==> src/design/pncs_pkg.sv <==
// Package for the redmean nearest-colour palette search.
// Holds request types, command codes and distance constants.
// No dependencies.
`default_nettype none

package pncs_pkg;

	// Command codes carried by a request
	localparam logic OP_WRITE = 1'b0;
	localparam logic OP_QUERY = 1'b1;

	// Redmean weighting constants
	localparam int unsigned RED_BIAS    = 512;
	localparam int unsigned BLUE_BIAS   = 767;
	localparam int unsigned SCALE_SHIFT = 8;
	localparam int unsigned GREEN_SHIFT = 2;   // green weight of 4

	// Field widths
	localparam int unsigned CH_W   = 8;
	localparam int unsigned SIZE_W = 9;
	localparam int unsigned DIST_W = 20;
	localparam int unsigned SQ_W   = 2 * CH_W;
	localparam int unsigned TERM_W = 18;

	// Depth of the request queue between front and back
	localparam int unsigned QUEUE_DEPTH = 4;

	// One classified request
	typedef struct packed {
		logic            op;
		logic [CH_W-1:0] entry_index;
		logic [CH_W-1:0] red;
		logic [CH_W-1:0] green;
		logic [CH_W-1:0] blue;
	} pncs_req_t;

	// Queue status seen by its neighbours
	typedef struct packed {
		logic full;
		logic not_empty;
	} pncs_qstat_t;

endpackage

`default_nettype wire

==> src/design/pncs_front.sv <==
// Front end: takes input requests, classifies them and pushes them to the queue.
// Writes beyond the palette depth are dropped here. Depends on pncs_pkg.
`default_nettype none

module pncs_front #(
	parameter int unsigned PALETTE_DEPTH = 256
) (
	input  wire                          clk,
	input  wire                          arst_n,
	input  wire                          in_valid,
	output logic                         in_stall,
	input  wire                          command,
	input  wire  [pncs_pkg::CH_W-1:0]    entry_index,
	input  wire  [pncs_pkg::CH_W-1:0]    red,
	input  wire  [pncs_pkg::CH_W-1:0]    green,
	input  wire  [pncs_pkg::CH_W-1:0]    blue,
	input  pncs_pkg::pncs_qstat_t        q_stat,
	output logic                         q_push,
	output pncs_pkg::pncs_req_t          q_req
);
	import pncs_pkg::*;

	logic      valid_q;
	pncs_req_t req_q;
	logic      accept;
	logic      keep;

	// Hold a request while the queue is full
	assign in_stall = valid_q && q_stat.full;
	assign accept   = in_valid && !in_stall;
	assign q_push   = valid_q && !q_stat.full;
	assign q_req    = req_q;

	// Queries always pass; writes only inside the palette
	assign keep = (command == OP_QUERY) ||
		({1'b0, entry_index} < SIZE_W'(PALETTE_DEPTH));

	always_ff @(posedge clk or negedge arst_n) begin
		if (!arst_n) begin
			valid_q <= 1'b0;
		end else if (accept) begin
			valid_q <= keep;
		end else if (q_push) begin
			valid_q <= 1'b0;
		end
	end

	always_ff @(posedge clk) begin
		if (accept) begin
			req_q.op          <= command;
			req_q.entry_index <= entry_index;
			req_q.red         <= red;
			req_q.green       <= green;
			req_q.blue        <= blue;
		end
	end

endmodule

`default_nettype wire

==> config.mk <==
export PLATFORM = sky130hd
export DESIGN_NAME = pncs_front
export DESIGN_NICKNAME = d
export VERILOG_FILES = /design/src/design/pncs_pkg.sv /design/src/design/pncs_front.sv
export SDC_FILE = /design/constraint.sdc
export NUM_CORES = 1
export LEC_CHECK = 0
export BUFFER_PORTS_ARGS = -buffer_cell sky130_fd_sc_hd__buf_2
export CELL_PAD_IN_SITES_DETAIL_PLACEMENT = 2
export CELL_PAD_IN_SITES_GLOBAL_PLACEMENT = 2
export CORE_MARGIN = 5
export CORE_UTILIZATION = 27
export CTS_BUF_LIST = sky130_fd_sc_hd__clkbuf_4
export CTS_CLUSTER_SIZE = 10
export DETAILED_ROUTE_END_ITERATION = 8
export GPL_ROUTABILITY_DRIVEN = 0
export GPL_TIMING_DRIVEN = 0
export PLACE_DENSITY_LB_ADDON = 0.25
export SLEW_MARGIN = 40
export SYNTH_ARGS = -nofsm -noshare
export SYNTH_HDL_FRONTEND = slang
export SYNTH_SLANG_ARGS = --single-unit
export TNS_END_PERCENT = 30
==> constraint.sdc <==
create_clock -name clk -period 4.4 [get_ports clk]
set_input_delay 1.1 -clock clk [delete_from_list [all_inputs] [get_ports clk]]
set_output_delay 1.1 -clock clk [all_outputs]
set_load 0.05 [all_outputs]
After elaboration in Yosys (flattened, before gate mapping)
Index checks and enable logic that the tools add are counted.
{"block": "classes", "mux": 2, "reduce_logical": 6}
{"op": "$logic_and 1x1->1", "count": 3}
{"op": "$logic_not 1->1", "count": 2}
{"op": "$mux 1", "count": 2}
{"op": "$reduce_bool 2->1", "count": 1}
{"block": "word_totals", "regBits": 34, "input_bits": 38, "output_inout_bits": 35, "elab_cells": 14}

Logic depth before layout (Yosys ltp)
Gate-level depths: netlist of run 1.
{"block": "depth", "word_depth": 4, "mapped_depth": 1, "mapped_depth_nobuf": 1}

Worst setup path before layout of run 1
No wires, ideal clock.
{"block": "synth_timing", "kind": "input -> register", "from": "input in_valid", "to": "register req_q (netlist bit q_req[0]), enable pin", "setup_ns": 0.474, "arrival_ns": 3.551, "required_ns": 3.926, "setup_slack_ns": 0.374, "cell_stages": 1, "path_buffers": 0, "path_cell_list": "a21boi_0"}
{"block": "synth_via", "elab_chain_cells": 1}
{"item": "start, declared", "line": "pncs_front.sv:10", "source": "input wire in_valid,"}
{"item": "$logic_and 1x1->1", "line": "pncs_front.sv:30", "source": "assign accept = in_valid && !in_stall;"}
{"item": "end, declared", "line": "pncs_front.sv:24", "source": "pncs_req_t req_q;"}
Every way passes these cells.
A chain may end at the register's enable or synchronous reset.

Worst setup path after layout of run 1
{"block": "layout_timing", "from": "input q_stat[1] (netlist bit)", "to": "output q_push"}
{"block": "layout_via", "elab_chain_cells": 2}
{"item": "start, declared", "line": "pncs_front.sv:17", "source": "input pncs_pkg::pncs_qstat_t q_stat,"}
{"item": "$logic_not 1->1", "line": "pncs_front.sv:31", "source": "assign q_push = valid_q && !q_stat.full;"}
{"item": "$logic_and 1x1->1", "line": "pncs_front.sv:31"}
{"item": "end, declared", "line": "pncs_front.sv:18", "source": "output logic q_push,"}
Every way passes these cells.

==> metrics.csv, run 1 <==
metric,value,unit
Fmax achieved,0.359,GHz
post-synth net total,76,
post-synthesis area per instance,27.6,um2
adder-cell area share of the yosys netlist,0,%
type of destination of the critical path,output pin,
core region area,3720,um2
largest net degree at the start of global routing,20,
synthesized-area fraction occupied by and/or/nand/nor cells,1.55,%
area post-placement,1490,um2
I/O pin cnt,73,
nets,155,
number of endpoints failing setup at the final stage,0,
worst slew margin relative to its limit,64.8,%
layout overhead on the synthesized area,46.1,%
delay of the slowest cell on the worst path,0.25,ns
Worst path slowest cell,buf_2,
CP Data Arrival Time,1.69,ns
wire length of the first global-routing pass,3860,um
number of fillers in the final layout,391,
final routed wirelength across all metal layers,2580,um
Clk Tree Root Cell,clkbuf_4,
number of DRC violations after detailed routing,0,
summed instance area of the synthesized netlist,1050,um2
Layout Cell Area excl Fill,1530,um2
die span in y,72.3,um
number of different library cells in the post-synthesis netlist,6,
Fin Hold WS,0.539,ns
"Clk pin slew, worst setup/hold paths",0.09,ns
all-layer global routing usage,10.4,%
final number of max-transition violations,0,
effective utilization at floorplan,28.2,%
drt wl/cell,15.7,um
via count of the routed design,669,
"leading cell types in the layout, fill and taps excluded","71 x buf_2, 33 x edfxtp_1, 5 x clkbuf_4",
Detailed Routing Iterations Pass 1,2,
number of antenna violations at the first check in global routing,0,
final hold violation count,0,
worst setup path category,in -> out,
Setup Skew,0.00295,ns
Iteration-0 DRC Markers,26,
Lkg Pwr,0.000658,uW
final global-route overflow total,0,
Worst Reg2Reg Path Length in Cells,2,
fraction of synthesized area in multiplexers,0,%
post-layout minimum cycle time,2.79,ns
area fraction in compound gates after synthesis,1.55,%
total die area,5230,um2
worst skew pair latency,0.32,ns
Inserted Diodes,0,
crit-path cells,"buf_2, and2b_2, buf_2",
top fanout value on the critical path,4,
RSZ-0062 raised after global routing,no,
endpoint required time on the critical path,3.30,ns
warnings from Yosys,0,
mean number of vias per cell,4.08,
CTS sink count,34,
total clock buffers created by CTS,5,
xor and xnor area share after synthesis,0,%
HP Class,in -> async,
"most common cell after layout, fill and taps aside",buf_2,
number of H-tree levels,2,
number of rows created at floorplan,22,
vias in the first global route,709,
final antenna-violating net count,0,
count of input and output buffers,71,
combinational family with the most area after synthesis,compound AO/OA/AOI/OAI gates,
TritonCTS clock tree,yes,
launching element type of the critical path,primary input,
Chip Width,72.3,um
max capacitance violation total,0,
synthesized instance count,38,
Max clock buf depth,2,
number of synthesized register bits,34,
Resized cells post-CTS,0,
largest voltage drop on the vdd net,0.000198,V
share of the yosys chip area belonging to registers,96.9,%
power per cell area,415,nW/um2
result of the run,finished clean,
count of hold-fix buffers inserted at cts,0,
final period utilization,63.3,%
Crit path top cell by count,buf_2,
placed wire-length estimate,2030,um
Post CTS Setup Buffer Count,0,
transition time at the pin with the least slew margin,0.527,ns
fraction of layout instances using a drive strength above 1,69.8,%
-- metal layers --
metal  up-vias  global-route usage, %  part of all wire, %
met4         0                   4.38                  1.0
met1       317                   10.4                   34
li1        305                      -                    -
met2        42                   17.8                   53
met3         5                   5.82                   12
met5         -                      0                    0
-- cell type report --
| type | count | area, um2 | share of cell area [%] |
|---|---|---|---|
| clock buffer | 5 | 37.5 | 2.45 |
| multi-input combinational | 4 | 43.8 | 2.86 |
| clock inverter | 1 | 3.75 | 0.245 |
| tap | 48 | 60.1 | 3.92 |
| sequential | 34 | 1020 | 66.3 |
| timing repair buffer | 72 | 370 | 24.2 |
-- worst max-delay path, delay by kind of cell --
| family | cells | cell delay (ns) |
|---|---|---|
| simple gates | 1 | 0.20 |
| buf+inv | 2 | 0.38 |
-- per-stage QoR --
step           total power [uW]  setup WS [ns]  utilization [%]  TNS (ns)  cells
6_report                    635           1.61             41.2         0    164
5_1_grt                     673           1.59             41.2         0    164
4_1_cts                     648           1.61             41.2         0    164
3_5_place_dp                499           1.61             40.1         0    158
3_3_place_gp                494         -0.606             39.4    -19.95    157
2_1_floorplan               461          0.374                -         0     38
-- cells in the mapped netlist --
library cell  instances  share of area (%)
a21boi_0              1               0.72
and2_2                1               0.72
a21o_2                1               0.84
dfrtp_1               1                2.4
and2b_2               1               0.84
edfxtp_1             33                 95
-- flip-flops by register name, summed over array words and instances, names as in the netlist --
signal	flops
valid_q	1
q_req	33
-- worst paths after layout --
| kind | start | to | slack (ns) |
|---|---|---|---|
| max in group asynchronous | arst_n | valid_q | 3.78 |
| max | q_stat[1] | q_push | 1.61 |
| min reg2reg | valid_q | valid_q | 0.60 |
| min in group clk | valid_q | valid_q | 0.60 |
| max reg2reg | valid_q | q_req[32] | 2.94 |
| min | arst_n | valid_q | 0.54 |
-- where the power goes --
group          internal (uW)  leakage, uW  total (uW)  switching (uW)
logic                   26.5     0.000309         108            82.0
registers                376     0.000325         381            5.00
clock network           54.5    0.0000246         145            90.9
-- kinds of logic (layout without fill, tap and decap cells) --
logic type      count (synthesis)  after routing
compound gates                  2              2
buf+inv                         0             78
flops                          34             34
simple gates                    2              2
(Power assumes the default switching activity.)
==> run 2, diff against run 1 <==
--- a/config.mk
+++ b/config.mk
@@ -9,7 +9,7 @@
 export CELL_PAD_IN_SITES_DETAIL_PLACEMENT = 2
 export CELL_PAD_IN_SITES_GLOBAL_PLACEMENT = 2
 export CORE_MARGIN = 5
-export CORE_UTILIZATION = 27
+export CORE_UTILIZATION = 24
 export CTS_BUF_LIST = sky130_fd_sc_hd__clkbuf_4
 export CTS_CLUSTER_SIZE = 10
 export DETAILED_ROUTE_END_ITERATION = 8
==> constraint.sdc (replaced) <==
create_clock -name clk -period 2.4 [get_ports clk]
set_input_delay 0.6 -clock clk [delete_from_list [all_inputs] [get_ports clk]]
set_output_delay 0.6 -clock clk [all_outputs]
set_load 0.05 [all_outputs]
==> metrics.csv, run 2 (synthesized netlist as in run 1, its figures left out) <==
metric,value,unit,change
Fmax achieved,0.560,GHz,
number of rows created at floorplan,24,,+9.1%
Setup WS post-layout,0.613,ns,-1.00 ns
start of the worst register-to-register path,valid_q,,
met3 Resource Use GR,6.15,%,+0.33 points
effective utilization at floorplan,24.4,%,-3.8 points
drt wl/cell,15.7,um,-0.37%
number of antenna violations at the first check in global routing,0,,unchanged
placed wire-length estimate,2180,um,+7.6%
worst slack after detailed placement,0.556,ns,-1.05 ns
core region area,4290,um2,+16%
Iteration-0 DRC Markers,56,,+120%
endpoint required time on the critical path,1.80,ns,-1.50 ns
final hold violation count,0,,unchanged
worst setup path category,in -> out,,
via count of the routed design,675,,+0.90%
total die area,5790,um2,+11%
worst slew margin relative to its limit,70.8,%,+6.0 points
TritonCTS clock tree,yes,,
met2 track utilization from global routing,16.1,%,-1.7 points
layout overhead on the synthesized area,50.1,%,
result of the run,finished clean,,
final global-route overflow total,0,,unchanged
aggregate negative setup slack,0,ns,unchanged
Chip Width,76.1,um,+5.2%
die span in y,76.1,um,+5.2%
Inserted Diodes,0,,unchanged
crit-path cells,"buf_2, and2b_2, buf_2",,
number of endpoints failing setup at the final stage,0,,unchanged
CTS sink count,34,,unchanged
number of DRC violations after detailed routing,0,,unchanged
"most common cell after layout, fill and taps aside",buf_2,,
mean number of vias per cell,3.92,,-3.8%
delay of the slowest cell on the worst path,0.25,ns,about the same
count of input and output buffers,71,,unchanged
launching element type of the critical path,primary input,,
type of destination of the critical path,output pin,,
all-layer global routing usage,10.1,%,-0.32 points
CP Data Arrival Time,1.19,ns,-0.50 ns
Critical Path Start,q_stat[1],,
Setup Skew,0.00803,ns,+0.00509 ns
Detailed Routing Iterations Pass 1,4,,+2
buffers and inverters on the worst path,2,,unchanged
Top Family by Delay on Critical Path,buffers and inverters,,
post-layout minimum cycle time,1.79,ns,
Crit path top cell by count,buf_2,,
Tot Pwr,1210,uW,+90%
total clock buffers created by CTS,5,,unchanged
largest voltage drop on the vdd net,0.000284,V,+43%
"Cell Count, Final, Fillers Out",172,,+4.9%
transition time at the pin with the least slew margin,0.436,ns,-0.0902 ns
nets,157,,+1.3%
wire length of the first global-routing pass,4280,um,+11%
RSZ-0062 raised after global routing,no,,
Post CTS Setup Buffer Count,0,,unchanged
Clk Tree Root Cell,clkbuf_4,,
top fanout value on the critical path,4,,unchanged
fraction of layout instances using a drive strength above 1,70.0,%,+0.17 points
HP Class,in -> reg,,
max FFs per register,33,,unchanged
power per cell area,766,nW/um2,+85%
number of H-tree levels,2,,unchanged
"Clk pin slew, worst setup/hold paths",0.11,ns,+0.02 ns
final antenna-violating net count,0,,unchanged
largest net degree at the start of global routing,14,,-30%
HP Start,entry_index[5],,
# placed instances,163,,+3.2%
vias in the first global route,782,,+10%
max capacitance violation total,0,,unchanged
final period utilization,74.4,%,
Max clock buf depth,2,,unchanged
Lkg Pwr,0.000674,uW,+2.4%
worst skew pair latency,0.34,ns,+0.02 ns
internal reg-to-reg setup slack,0.91,ns,-2.03 ns
final routed wirelength across all metal layers,2700,um,+4.5%
met1 track demand over resource in global routing,9.86,%,-0.56 points
Resized cells post-CTS,0,,unchanged
Worst path slowest cell,buf_2,,
I/O pin cnt,73,,unchanged
final number of max-transition violations,0,,unchanged
global route hottest layer,met2,,
"leading cell types in the layout, fill and taps excluded","71 x buf_2, 33 x edfxtp_1, 5 x clkbuf_4, 2 x buf_8",,
-- run 2: timing repair --
item	4_1_cts	5_1_grt
endpoints found under the hold margin	0	1
hold buffers	0	1
setup endpoints to repair	0	0
-- run 2: cell type report --
class	count	area (um2)
fillers	448	2720
flip-flops and latches	34	1020
repair buffers	74	395
well taps	52	65.1
multi-input cells	4	43.8
clock buffers	5	37.5
clock inverters	3	16.3
-- run 2: path summary, 6_finish.rpt --
check                       endpoint  cells past startpoint
hold / removal             q_req[29]                      1
setup / recovery              q_push                      3
min in group asynchronous    valid_q                      2
hold reg to reg              valid_q                      1
max in group asynchronous    valid_q                      2
setup reg to reg           q_req[14]                      3
-- run 2: through the flow --
| step | hold slack [ns] | instance area, um2 | util [%] |
|---|---|---|---|
| after global placement | 0.376 | 1470 | 34.3 |
| after global routing | 0.372 | 1570 | 36.7 |
| after detailed placement | 0.378 | 1510 | 35.2 |
| final | 0.427 | 1570 | 36.7 |
| after CTS | 0.00144 | 1560 | 36.4 |
| after floorplan | 0.304 | 1050 | - |
-- run 2: metal layers --
metal / part of all wire, % / wire, um
met1: 37 / 987
met4: 1.0 / 27
met3: 9.0 / 244
met2: 53 / 1440
met5: 0 / 0
-- run 2: where the power goes --
| part | switching [uW] | internal (uW) |
|---|---|---|
| clock | 195 | 109 |
| combinational | 151 | 52.6 |
| sequential | 8.55 | 690 |
