==> config.mk <==
export PLATFORM = sky130hd
export DESIGN_NAME = pncs_queue
export DESIGN_NICKNAME = d
export VERILOG_FILES = /design/src/design/pncs_pkg.sv /design/src/design/pncs_queue.sv
export SDC_FILE = /design/constraint.sdc
export NUM_CORES = 1
export LEC_CHECK = 0
export ABC_CLOCK_PERIOD_IN_PS = 4300
export BUFFER_PORTS_ARGS = -buffer_cell sky130_fd_sc_hd__buf_4
export CORE_MARGIN = 5
export CORE_UTILIZATION = 55
export CTS_CLUSTER_SIZE = 14
export DETAILED_ROUTE_END_ITERATION = 8
export PLACE_DENSITY_LB_ADDON = 0.15
export SLEW_MARGIN = 20
export SYNTH_ARGS = -nofsm -noshare
export SYNTH_HDL_FRONTEND = slang
export SYNTH_SLANG_ARGS = --single-unit
==> constraint.sdc <==
create_clock -name clk -period 4.3 [get_ports clk]
set_input_delay 0.43 -clock clk [delete_from_list [all_inputs] [get_ports clk]]
set_output_delay 0.43 -clock clk [all_outputs]
set_load 0.01 [all_outputs]
==> src/design/pncs_pkg.sv <==
// Package for the redmean nearest-colour palette search.
// Holds request types, command codes and distance constants.
// No dependencies.
`default_nettype none

package pncs_pkg;

	// Command codes carried by a request
	localparam logic OP_WRITE = 1'b0;
	localparam logic OP_QUERY = 1'b1;

	// Redmean weighting constants
	localparam int unsigned RED_BIAS    = 512;
	localparam int unsigned BLUE_BIAS   = 767;
	localparam int unsigned SCALE_SHIFT = 8;
	localparam int unsigned GREEN_SHIFT = 2;   // green weight of 4

	// Field widths
	localparam int unsigned CH_W   = 8;
	localparam int unsigned SIZE_W = 9;
	localparam int unsigned DIST_W = 20;
	localparam int unsigned SQ_W   = 2 * CH_W;
	localparam int unsigned TERM_W = 18;

	// Depth of the request queue between front and back
	localparam int unsigned QUEUE_DEPTH = 4;

	// One classified request
	typedef struct packed {
		logic            op;
		logic [CH_W-1:0] entry_index;
		logic [CH_W-1:0] red;
		logic [CH_W-1:0] green;
		logic [CH_W-1:0] blue;
	} pncs_req_t;

	// Queue status seen by its neighbours
	typedef struct packed {
		logic full;
		logic not_empty;
	} pncs_qstat_t;

endpackage

`default_nettype wire

==> src/design/pncs_queue.sv <==
// Short request queue decoupling the front end from the search engine.
// Register FIFO of QUEUE_DEPTH entries. Depends on pncs_pkg.
`default_nettype none

module pncs_queue (
	input  wire                    clk,
	input  wire                    arst_n,
	input  wire                    push,
	input  pncs_pkg::pncs_req_t    push_req,
	input  wire                    pop,
	output pncs_pkg::pncs_req_t    head_req,
	output pncs_pkg::pncs_qstat_t  stat
);
	import pncs_pkg::*;

	localparam int unsigned PTR_W = $clog2(QUEUE_DEPTH);
	localparam int unsigned CNT_W = PTR_W + 1;

	pncs_req_t          fifo_q [QUEUE_DEPTH];
	logic [PTR_W-1:0]   wr_ptr_q;
	logic [PTR_W-1:0]   rd_ptr_q;
	logic [CNT_W-1:0]   count_q;

	assign stat.full      = (count_q == CNT_W'(QUEUE_DEPTH));
	assign stat.not_empty = (count_q != '0);
	assign head_req       = fifo_q[rd_ptr_q];

	// Pointers and fill level
	always_ff @(posedge clk or negedge arst_n) begin
		if (!arst_n) begin
			wr_ptr_q <= '0;
			rd_ptr_q <= '0;
			count_q  <= '0;
		end else begin
			if (push) begin
				wr_ptr_q <= wr_ptr_q + PTR_W'(1);
			end
			if (pop) begin
				rd_ptr_q <= rd_ptr_q + PTR_W'(1);
			end
			unique case ({push, pop})
				2'b10:   count_q <= count_q + CNT_W'(1);
				2'b01:   count_q <= count_q - CNT_W'(1);
				default: count_q <= count_q;
			endcase
		end
	end

	always_ff @(posedge clk) begin
		if (push) begin
			fifo_q[wr_ptr_q] <= push_req;
		end
	end

endmodule

`default_nettype wire

* Word-level counts from Yosys, hierarchy flattened
Memory sizes are Yosys's and may differ from the RTL's. Cells that the tools add are included.
Word-level totals: bits in registers 7, bits in writable memories 132, word-level logic and storage cells 16, memories kept 1
Cells by class: $add $sub $neg 4, eq/ne operators 3, mux-type cells 3, reduce and logical (&&, ||, !) cells 2
Memories:
- fifo_q | words 4, bits a word 33, rd ports 1, clocked after memory_dff 0, write ports 1, line pncs_queue.sv:19 | pncs_req_t fifo_q [QUEUE_DEPTH];
Operator list (number):
- 3-bit case mux with 2 select lines | 1
- 2-bit by 1-bit adder with 2-bit output, second input constant | 2
- 3-bit by 1-bit adder with 3-bit output, second input constant | 1
- 3-bit == test, second input constant | 1
- 3-bit nonzero test | 1
- 3-bit by 1-bit subtractor with 3-bit output, second input constant | 1
- 2-bit by 1-bit == test with 1-bit output, second input constant | 1
- 2-bit == test, second input constant | 1
- 1-bit two-way mux | 2
- 2-bit nonzero test | 1

* Depth between registers and ports, before layout
Gate-level depths: netlist (run 1).
depth in word-level cells 2, mapped depth 6

* Worst setup path after synthesis (run 1)
Ideal clock, no wire load.
kind reg-to-reg, start point register wr_ptr_q[0], end point memory fifo_q[0][0] in the netlist's numbering (enable), arrival 1.432 ns, required time 3.907 ns, slack 2.474 ns, stages on the path, launching flop included 4, buffers on the path 0, clock period less this slack 1.826 ns, cell sequence dfrtp_1 -> inv_1 -> ha_1 -> and2_1
RTL lines:
- from (decl) | line pncs_queue.sv:20 | logic [PTR_W-1:0] wr_ptr_q;
- from (signal assigned) | line pncs_queue.sv:36 | wr_ptr_q <= wr_ptr_q + PTR_W'(1);
- to (decl) | line pncs_queue.sv:19
No word-level cell before the write port.

==> metrics.cfg, run 1 <==
[sta]
final.min_clock_period_ns=2.87
holdWs_ns=0.123
setup_tns_ns=0
final.period_utilization_pct=66.8
slew_headroom_pct=36.8
setup_viol=0
rsz0062_at_grt=false
maxSlewViolCount=0
fmax_mhz=348
tightest_slew_ns=0.948
hold_viol=0
timing.final.ws_setup_ns=1.43
clock_skew_ns=0.00924

[setup_path]
r2r_cells=3
cp.arrival_ns=2.44
path_max_fanout=22
r2r_slack_ns=2.48
start_kind=register
crit_path_end_kind=output pin
path_class=register to output pin
required_ns=3.87

[die]
io_pins=72
die_h_um=107
start_util_pct=56.3
core_area_mm2=0.00924
rows=35
die_area_mm2=0.0115
die_w_um=107

[hold_path]
hp-class=primary input to register
min_path_cells=1

[cells_and_area]
drive_gt1_share_pct=45.4
nFillCells=584
num_antenna_cells=0
area_growth_pct=22.9
fin_cells=431
final-seq-area_mm2=0.00414
final_area_mm2=0.00640
multi_input_area_um2=968
num-nets-final=333

[cts]
clockBufferDepth=2
h-tree-depth=4
path_clk_slew_ns=0.06
post_cts_buffers=0
postCtsResizedCells=0
clk_latency_ns=0.50
tritoncts=done
numCtsBuffers=17
root_buffer=clkbuf_8
cts_sinks=139

[placement]
port_buffers=71
gp_congestion=0.699
pre_cts_slack_ns=1.89
place_area_mm2=0.00582
placedCellCount=399
hpwl_mm=4.96

[synthesis]
yosys_warnings=0
synth.distinct_cells=19
syn-num-nets=249
synth_cells=206
ys_ff_latch=139
syn_area_per_cell_um2=25.3
yosysSeqAreaShare_pct=79.5
netlist_area_mm2=0.00520

[global_routing]
grt_pass1_vias=2581
grt_pass1_wl_mm=13.8
grt_start_max_net_pins=35
track_usage_pct=16.4
antenna_found_initial=0
grt.overflow.total=0

[detailed_routing]
routedWlPerCell_um=19.6
drt_wl_total_mm=8.44
drt_iter0_drc=99
antenna_left=0
drc=0
drt_first_pass_iters=4
vias=2307
viasPerCell=5.35

[power]
leakage_nw=2.25
vdd_drop_max_mv=0.373
powerDensity_mw_per_mm2=699

[flow_run]
drv_cap=0

[run_status]
status=complete, no violations

[layout make-up]
| class | count | share of cell area (%) |
|---|---|---|
| repair buffers | 73 | 8.61 |
| clock buffers | 18 | 6.53 |
| inverters | 3 | 0.176 |
| flip-flops and latches | 139 | 64.7 |
| well taps | 129 | 2.52 |
| clock inverters | 13 | 2.29 |
| multi-input cells | 56 | 15.1 |
[placed cells by master (no fill, tap or decap), types with 2 or more instances in the layout]
cell,count
and2_2,4
buf_4,72
bufinv_16,2
clkbuf_16,16
clkinv_2,2
clkinv_4,6
clkinvlp_4,2
dfrtp_1,5
dfrtp_2,2
edfxtp_1,132
ha_1,5
inv_1,3
mux4_1,5
mux4_2,28
nand2_1,2
xnor2_1,3
xor2_1,3
[routing by layer]
metal	GRT usage (%)	routed length [um]	up-vias	part of all wire, %
met2	27.2	4270	61	51
li1	-	-	1042	-
met3	4.80	388	12	4.6
met4	4.66	87	0	1.0
met5	0	0	-	0
met1	21.2	3700	1192	44
[metrics by stage]
step | utilization [%] | power (W)
after CTS | 69.2 | 0.00454
after global placement | 63.0 | 0.00315
after global routing | 69.2 | 0.00470
after detailed placement | 63.0 | 0.00317
final | 69.2 | 0.00447
after floorplan | - | 0.00270
[worst paths after layout]
kind,startpoint,end
min in group asynchronous,arst_n,count_q[2]$_DFFE_PN0P_
setup / recovery,rd_ptr_q[0]$_DFFE_PN0P_,head_req[4]
hold reg to reg,count_q[2]$_DFFE_PN0P_,count_q[2]$_DFFE_PN0P_
hold / removal,push_req[26],fifo_q[3][26]$_DFFE_PP_
max in group asynchronous,arst_n,rd_ptr_q[1]$_DFFE_PN0P_
setup reg to reg,wr_ptr_q[0]$_DFFE_PN0P_,fifo_q[0][19]$_DFFE_PP_
[synthesized netlist by cell type, drive strengths merged]
| master | number | area share (%) |
|---|---|---|
| dfrtp | 7 | 3.4 |
| xor2 | 3 | 0.50 |
| edfxtp | 132 | 76 |
| nor2 | 1 | 0.072 |
| inv | 3 | 0.22 |
| xnor2 | 3 | 0.50 |
| mux4 | 33 | 15 |
| or3 | 1 | 0.12 |
| and2 | 4 | 0.48 |
| o21ai | 1 | 0.096 |
| buf | 8 | 1.8 |
| mux2 | 1 | 0.22 |
| fa | 1 | 0.38 |
| ha | 5 | 1.2 |
| nor3b | 1 | 0.14 |
| nand2 | 2 | 0.14 |
[registers in the layout (all words and copies together), names as in the netlist]
register / count
wr_ptr_q: 2
fifo_q: 132
count_q: 3
rd_ptr_q: 2
[cells by family (layout without fill, tap and decap cells)]
logic type	after synthesis	count (layout)	synth area share [%]
AO/OA/AOI/OAI	1	1	0.0961
XOR/XNOR	6	6	1.01
adder cells (fa/ha/maj)	6	6	1.59
buffers and inverters	11	107	1.97
flip-flops	139	139	79.5
multiplexers	34	34	14.9
AND/OR/NAND/NOR	9	9	0.962
[where the power goes]
| group | switching (W) | internal, W |
|---|---|---|
| clock network | 0.000531 | 0.000825 |
| logic | 0.000495 | 0.000641 |
| registers | 0.000195 | 0.00178 |
| total | 0.00122 | 0.00325 |
[worst max-delay path, cell delays in order (launching register included)]
cell	delay, ns
dfrtp_2	0.81
buf_4	0.41
mux4_2	0.55
buf_4	0.16
[timing repair]
action,CTS,global route
hold buffers,1,0
endpoints found under the hold margin,7,0
endpoints found under the setup margin,0,0
Power figures use the tool's default switching activity.
==> run 2: changes to the inputs <==
--- a/config.mk
+++ b/config.mk
@@ -5,7 +5,7 @@
 export SDC_FILE = /design/constraint.sdc
 export NUM_CORES = 1
 export LEC_CHECK = 0
-export ABC_CLOCK_PERIOD_IN_PS = 4300
+export ABC_CLOCK_PERIOD_IN_PS = 3000
 export BUFFER_PORTS_ARGS = -buffer_cell sky130_fd_sc_hd__buf_4
 export CORE_MARGIN = 5
 export CORE_UTILIZATION = 55
==> constraint.sdc (replaced) <==
create_clock -name clk -period 3 [get_ports clk]
set_input_delay 0.3 -clock clk [delete_from_list [all_inputs] [get_ports clk]]
set_output_delay 0.3 -clock clk [all_outputs]
set_load 0.01 [all_outputs]
==> run 2 against run 1 <==
  * Global-route usage up 0.74 points
  * Register-to-register slack worse by 1.3 ns
  * Clock skew about the same
  * Combinational power up 52%
  * Worst hold slack worse by 0.084 ns
  * Highest routed layer unchanged
  * Clock power up 40%
  * Sequential power up 41%
  * First-iteration DRC count up 14%
  * Setup slack worse by 0.86 ns
  * Critical endpoint unchanged
  * Count of clock-buffer cells in the layout down 1
==> metrics.cfg, run 2 (synthesized netlist as in run 1, its figures left out) <==
[setup_path]
start_kind=register  ; unchanged
path_max_fanout=23  ; was 22
cp.arrival_ns=2.13  ; was 2.44 ns
path_class=register to output pin  ; unchanged
cp_slowest_cell=dfrtp_2  ; unchanged
worst_r2r_startpoint=wr_ptr_q[0]$_DFFE_PN0P_  ; unchanged
required_ns=2.70  ; was 3.87 ns
crit_chain=buf_12 -> mux4_2 -> buf_4  ; was buf_4 -> mux4_2 -> buf_4
r2r_end=fifo_q[0][2]$_DFFE_PP_  ; was fifo_q[0][19]$_DFFE_PP_
crit_path_end_kind=output pin  ; unchanged
r2r_slack_ns=1.23  ; was 2.48 ns
max_stage_delay_ns=0.63  ; was 0.81 ns
r2r_cells=4  ; was 3

[cells_and_area]
reg.largest.list=fifo_q x132, count_q x3  ; unchanged
area_growth_pct=29.8  ; was 22.9%
largest-register=fifo_q  ; unchanged
final_common_cell=edfxtp_1  ; unchanged
num-nets-final=369  ; was 333
final_area_mm2=0.00675  ; was 0.00640 mm^2
num_antenna_cells=0  ; unchanged
largest_register_ffs=132  ; unchanged
fin_cells=468  ; was 431
drive_gt1_share_pct=41.3  ; was 45.4%
final_cell_mix=edfxtp_1, buf_4, dlygate4sd3_1, mux4_2, clkbuf_16  ; was edfxtp_1, buf_4, mux4_2, clkbuf_16, clkinv_4

[hold_path]
min_path_cells=2  ; was 1
hp-start=push  ; was push_req[26]
hp-class=primary input to register  ; unchanged
hold_end=wr_ptr_q[0]$_DFFE_PN0P_  ; was fifo_q[3][26]$_DFFE_PP_

[sta]
rsz0062_at_grt=false  ; unchanged
final.min_clock_period_ns=2.43
slew_headroom_pct=40.9  ; was 36.8%
clock_skew_ns=0.00968  ; was 0.00924 ns
final.period_utilization_pct=81.1
setup_viol=0  ; unchanged
setup_tns_ns=0  ; unchanged
tightest_slew_ns=0.886  ; was 0.948 ns
maxSlewViolCount=0  ; unchanged
hold_viol=0  ; unchanged
fmax_mhz=411
holdWs_ns=0.0390  ; was 0.123 ns

[placement]
hpwl_mm=5.01  ; was 4.96 mm
placedCellCount=401  ; was 399
gp_congestion=0.655  ; was 0.699
place_area_mm2=0.00585  ; was 0.00582 mm^2
port_buffers=71  ; unchanged

[power]
powerDensity_mw_per_mm2=953  ; was 699 mW/mm^2
vdd_drop_max_mv=0.526  ; was 0.373 mV
leakage_nw=2.40  ; was 2.25 nW
p_total_w=0.00644  ; was 0.00447 W

[detailed_routing]
drc=0  ; unchanged
vias=2446  ; was 2307
routedWlPerCell_um=19.0  ; was 19.6 um
antenna_left=0  ; unchanged
drt_wl_total_mm=8.89  ; was 8.44 mm
drt_iter0_drc=113  ; was 99
drt_first_pass_iters=4  ; unchanged
viasPerCell=5.23  ; was 5.35

[die]
rows=35  ; unchanged
die_w_um=107  ; unchanged
core_area_mm2=0.00924  ; unchanged
die_area_mm2=0.0115  ; unchanged
start_util_pct=56.3  ; unchanged
io_pins=72  ; unchanged
die_h_um=107  ; unchanged

[global_routing]
grt.overflow.total=0  ; unchanged
antenna_found_initial=0  ; unchanged
grt_start_max_net_pins=35  ; unchanged
grt_pass1_vias=2816  ; was 2581
grt_pass1_wl_mm=14.6  ; was 13.8 mm
track_usage_pct=17.1  ; was 16.4%

[cts]
root_buffer=clkbuf_8  ; unchanged
h-tree-depth=4  ; unchanged
clockBufferDepth=2  ; unchanged
numCtsBuffers=17  ; unchanged
postCtsResizedCells=0  ; unchanged
cts_sinks=139  ; unchanged
tritoncts=done  ; unchanged
path_clk_slew_ns=0.06  ; about the same
clk_latency_ns=0.50  ; about the same

[run_status]
status=complete, no violations  ; unchanged

[flow_run]
drv_cap=0  ; unchanged

==> run 2: critical path, delay by kind of cell (launching register included) <==
family	cells	cell delay (ns)
multiplexers	1	0.55
buffers and inverters	2	0.45
flip-flops	1	0.63
==> run 2: area by class of cell <==
| cell class | count | area [um^2] |
|---|---|---|
| Tap cell | 129 | 161 |
| Clock inverter | 15 | 139 |
| Clock buffer | 17 | 414 |
| Sequential cell | 139 | 4140 |
| Fill cell | 542 | 2490 |
| Inverter | 3 | 11.3 |
| Timing Repair Buffer | 109 | 918 |
| Multi-Input combinational cell | 56 | 968 |
==> run 2: where the power goes <==
group	total [W]	internal, W	switching (W)	leakage (nW)
sequential	0.00280	0.00255	0.000249	1.29
clock	0.00190	0.00111	0.000793	0.260
combinational	0.00173	0.000975	0.000758	0.848
==> run 2: how the worst max path moves through the flow <==
stage	startpoint	to	slack, ns
global route	rd_ptr_q[0]$_DFFE_PN0P_	head_req[4]	0.45
floorplan	wr_ptr_q[0]$_DFFE_PN0P_	fifo_q[0][0]$_DFFE_PP_	1.17
global placement	rd_ptr_q[0]$_DFFE_PN0P_	head_req[31]	1.07
finish	rd_ptr_q[0]$_DFFE_PN0P_	head_req[4]	0.57
detailed placement	rd_ptr_q[0]$_DFFE_PN0P_	head_req[4]	1.07
CTS	rd_ptr_q[0]$_DFFE_PN0P_	head_req[4]	0.52
==> run 2: timing repair <==
item                      4_1_cts  5_1_grt
buffers inserted                0        0
hold endpoints to repair      135        0
hold buffers                   35        0
==> run 2: metrics by stage <==
step                      util [%]  worst slack, ns
after floorplan                  -             1.17
after global placement        63.3             1.07
after detailed placement      63.3             1.07
after CTS                     73.1            0.520
after global routing          73.1            0.449
final                         73.1            0.566
==> run 2: metal layers <==
metal / track usage, % / vias to the layer above / share of wire (%)
met3: 4.68 / 5 / 5.1
met2: 29.2 / 67 / 53
li1: - / 1108 / -
met5: 0 / - / 0
met4: 4.38 / 0 / 0.55
met1: 21.9 / 1266 / 42
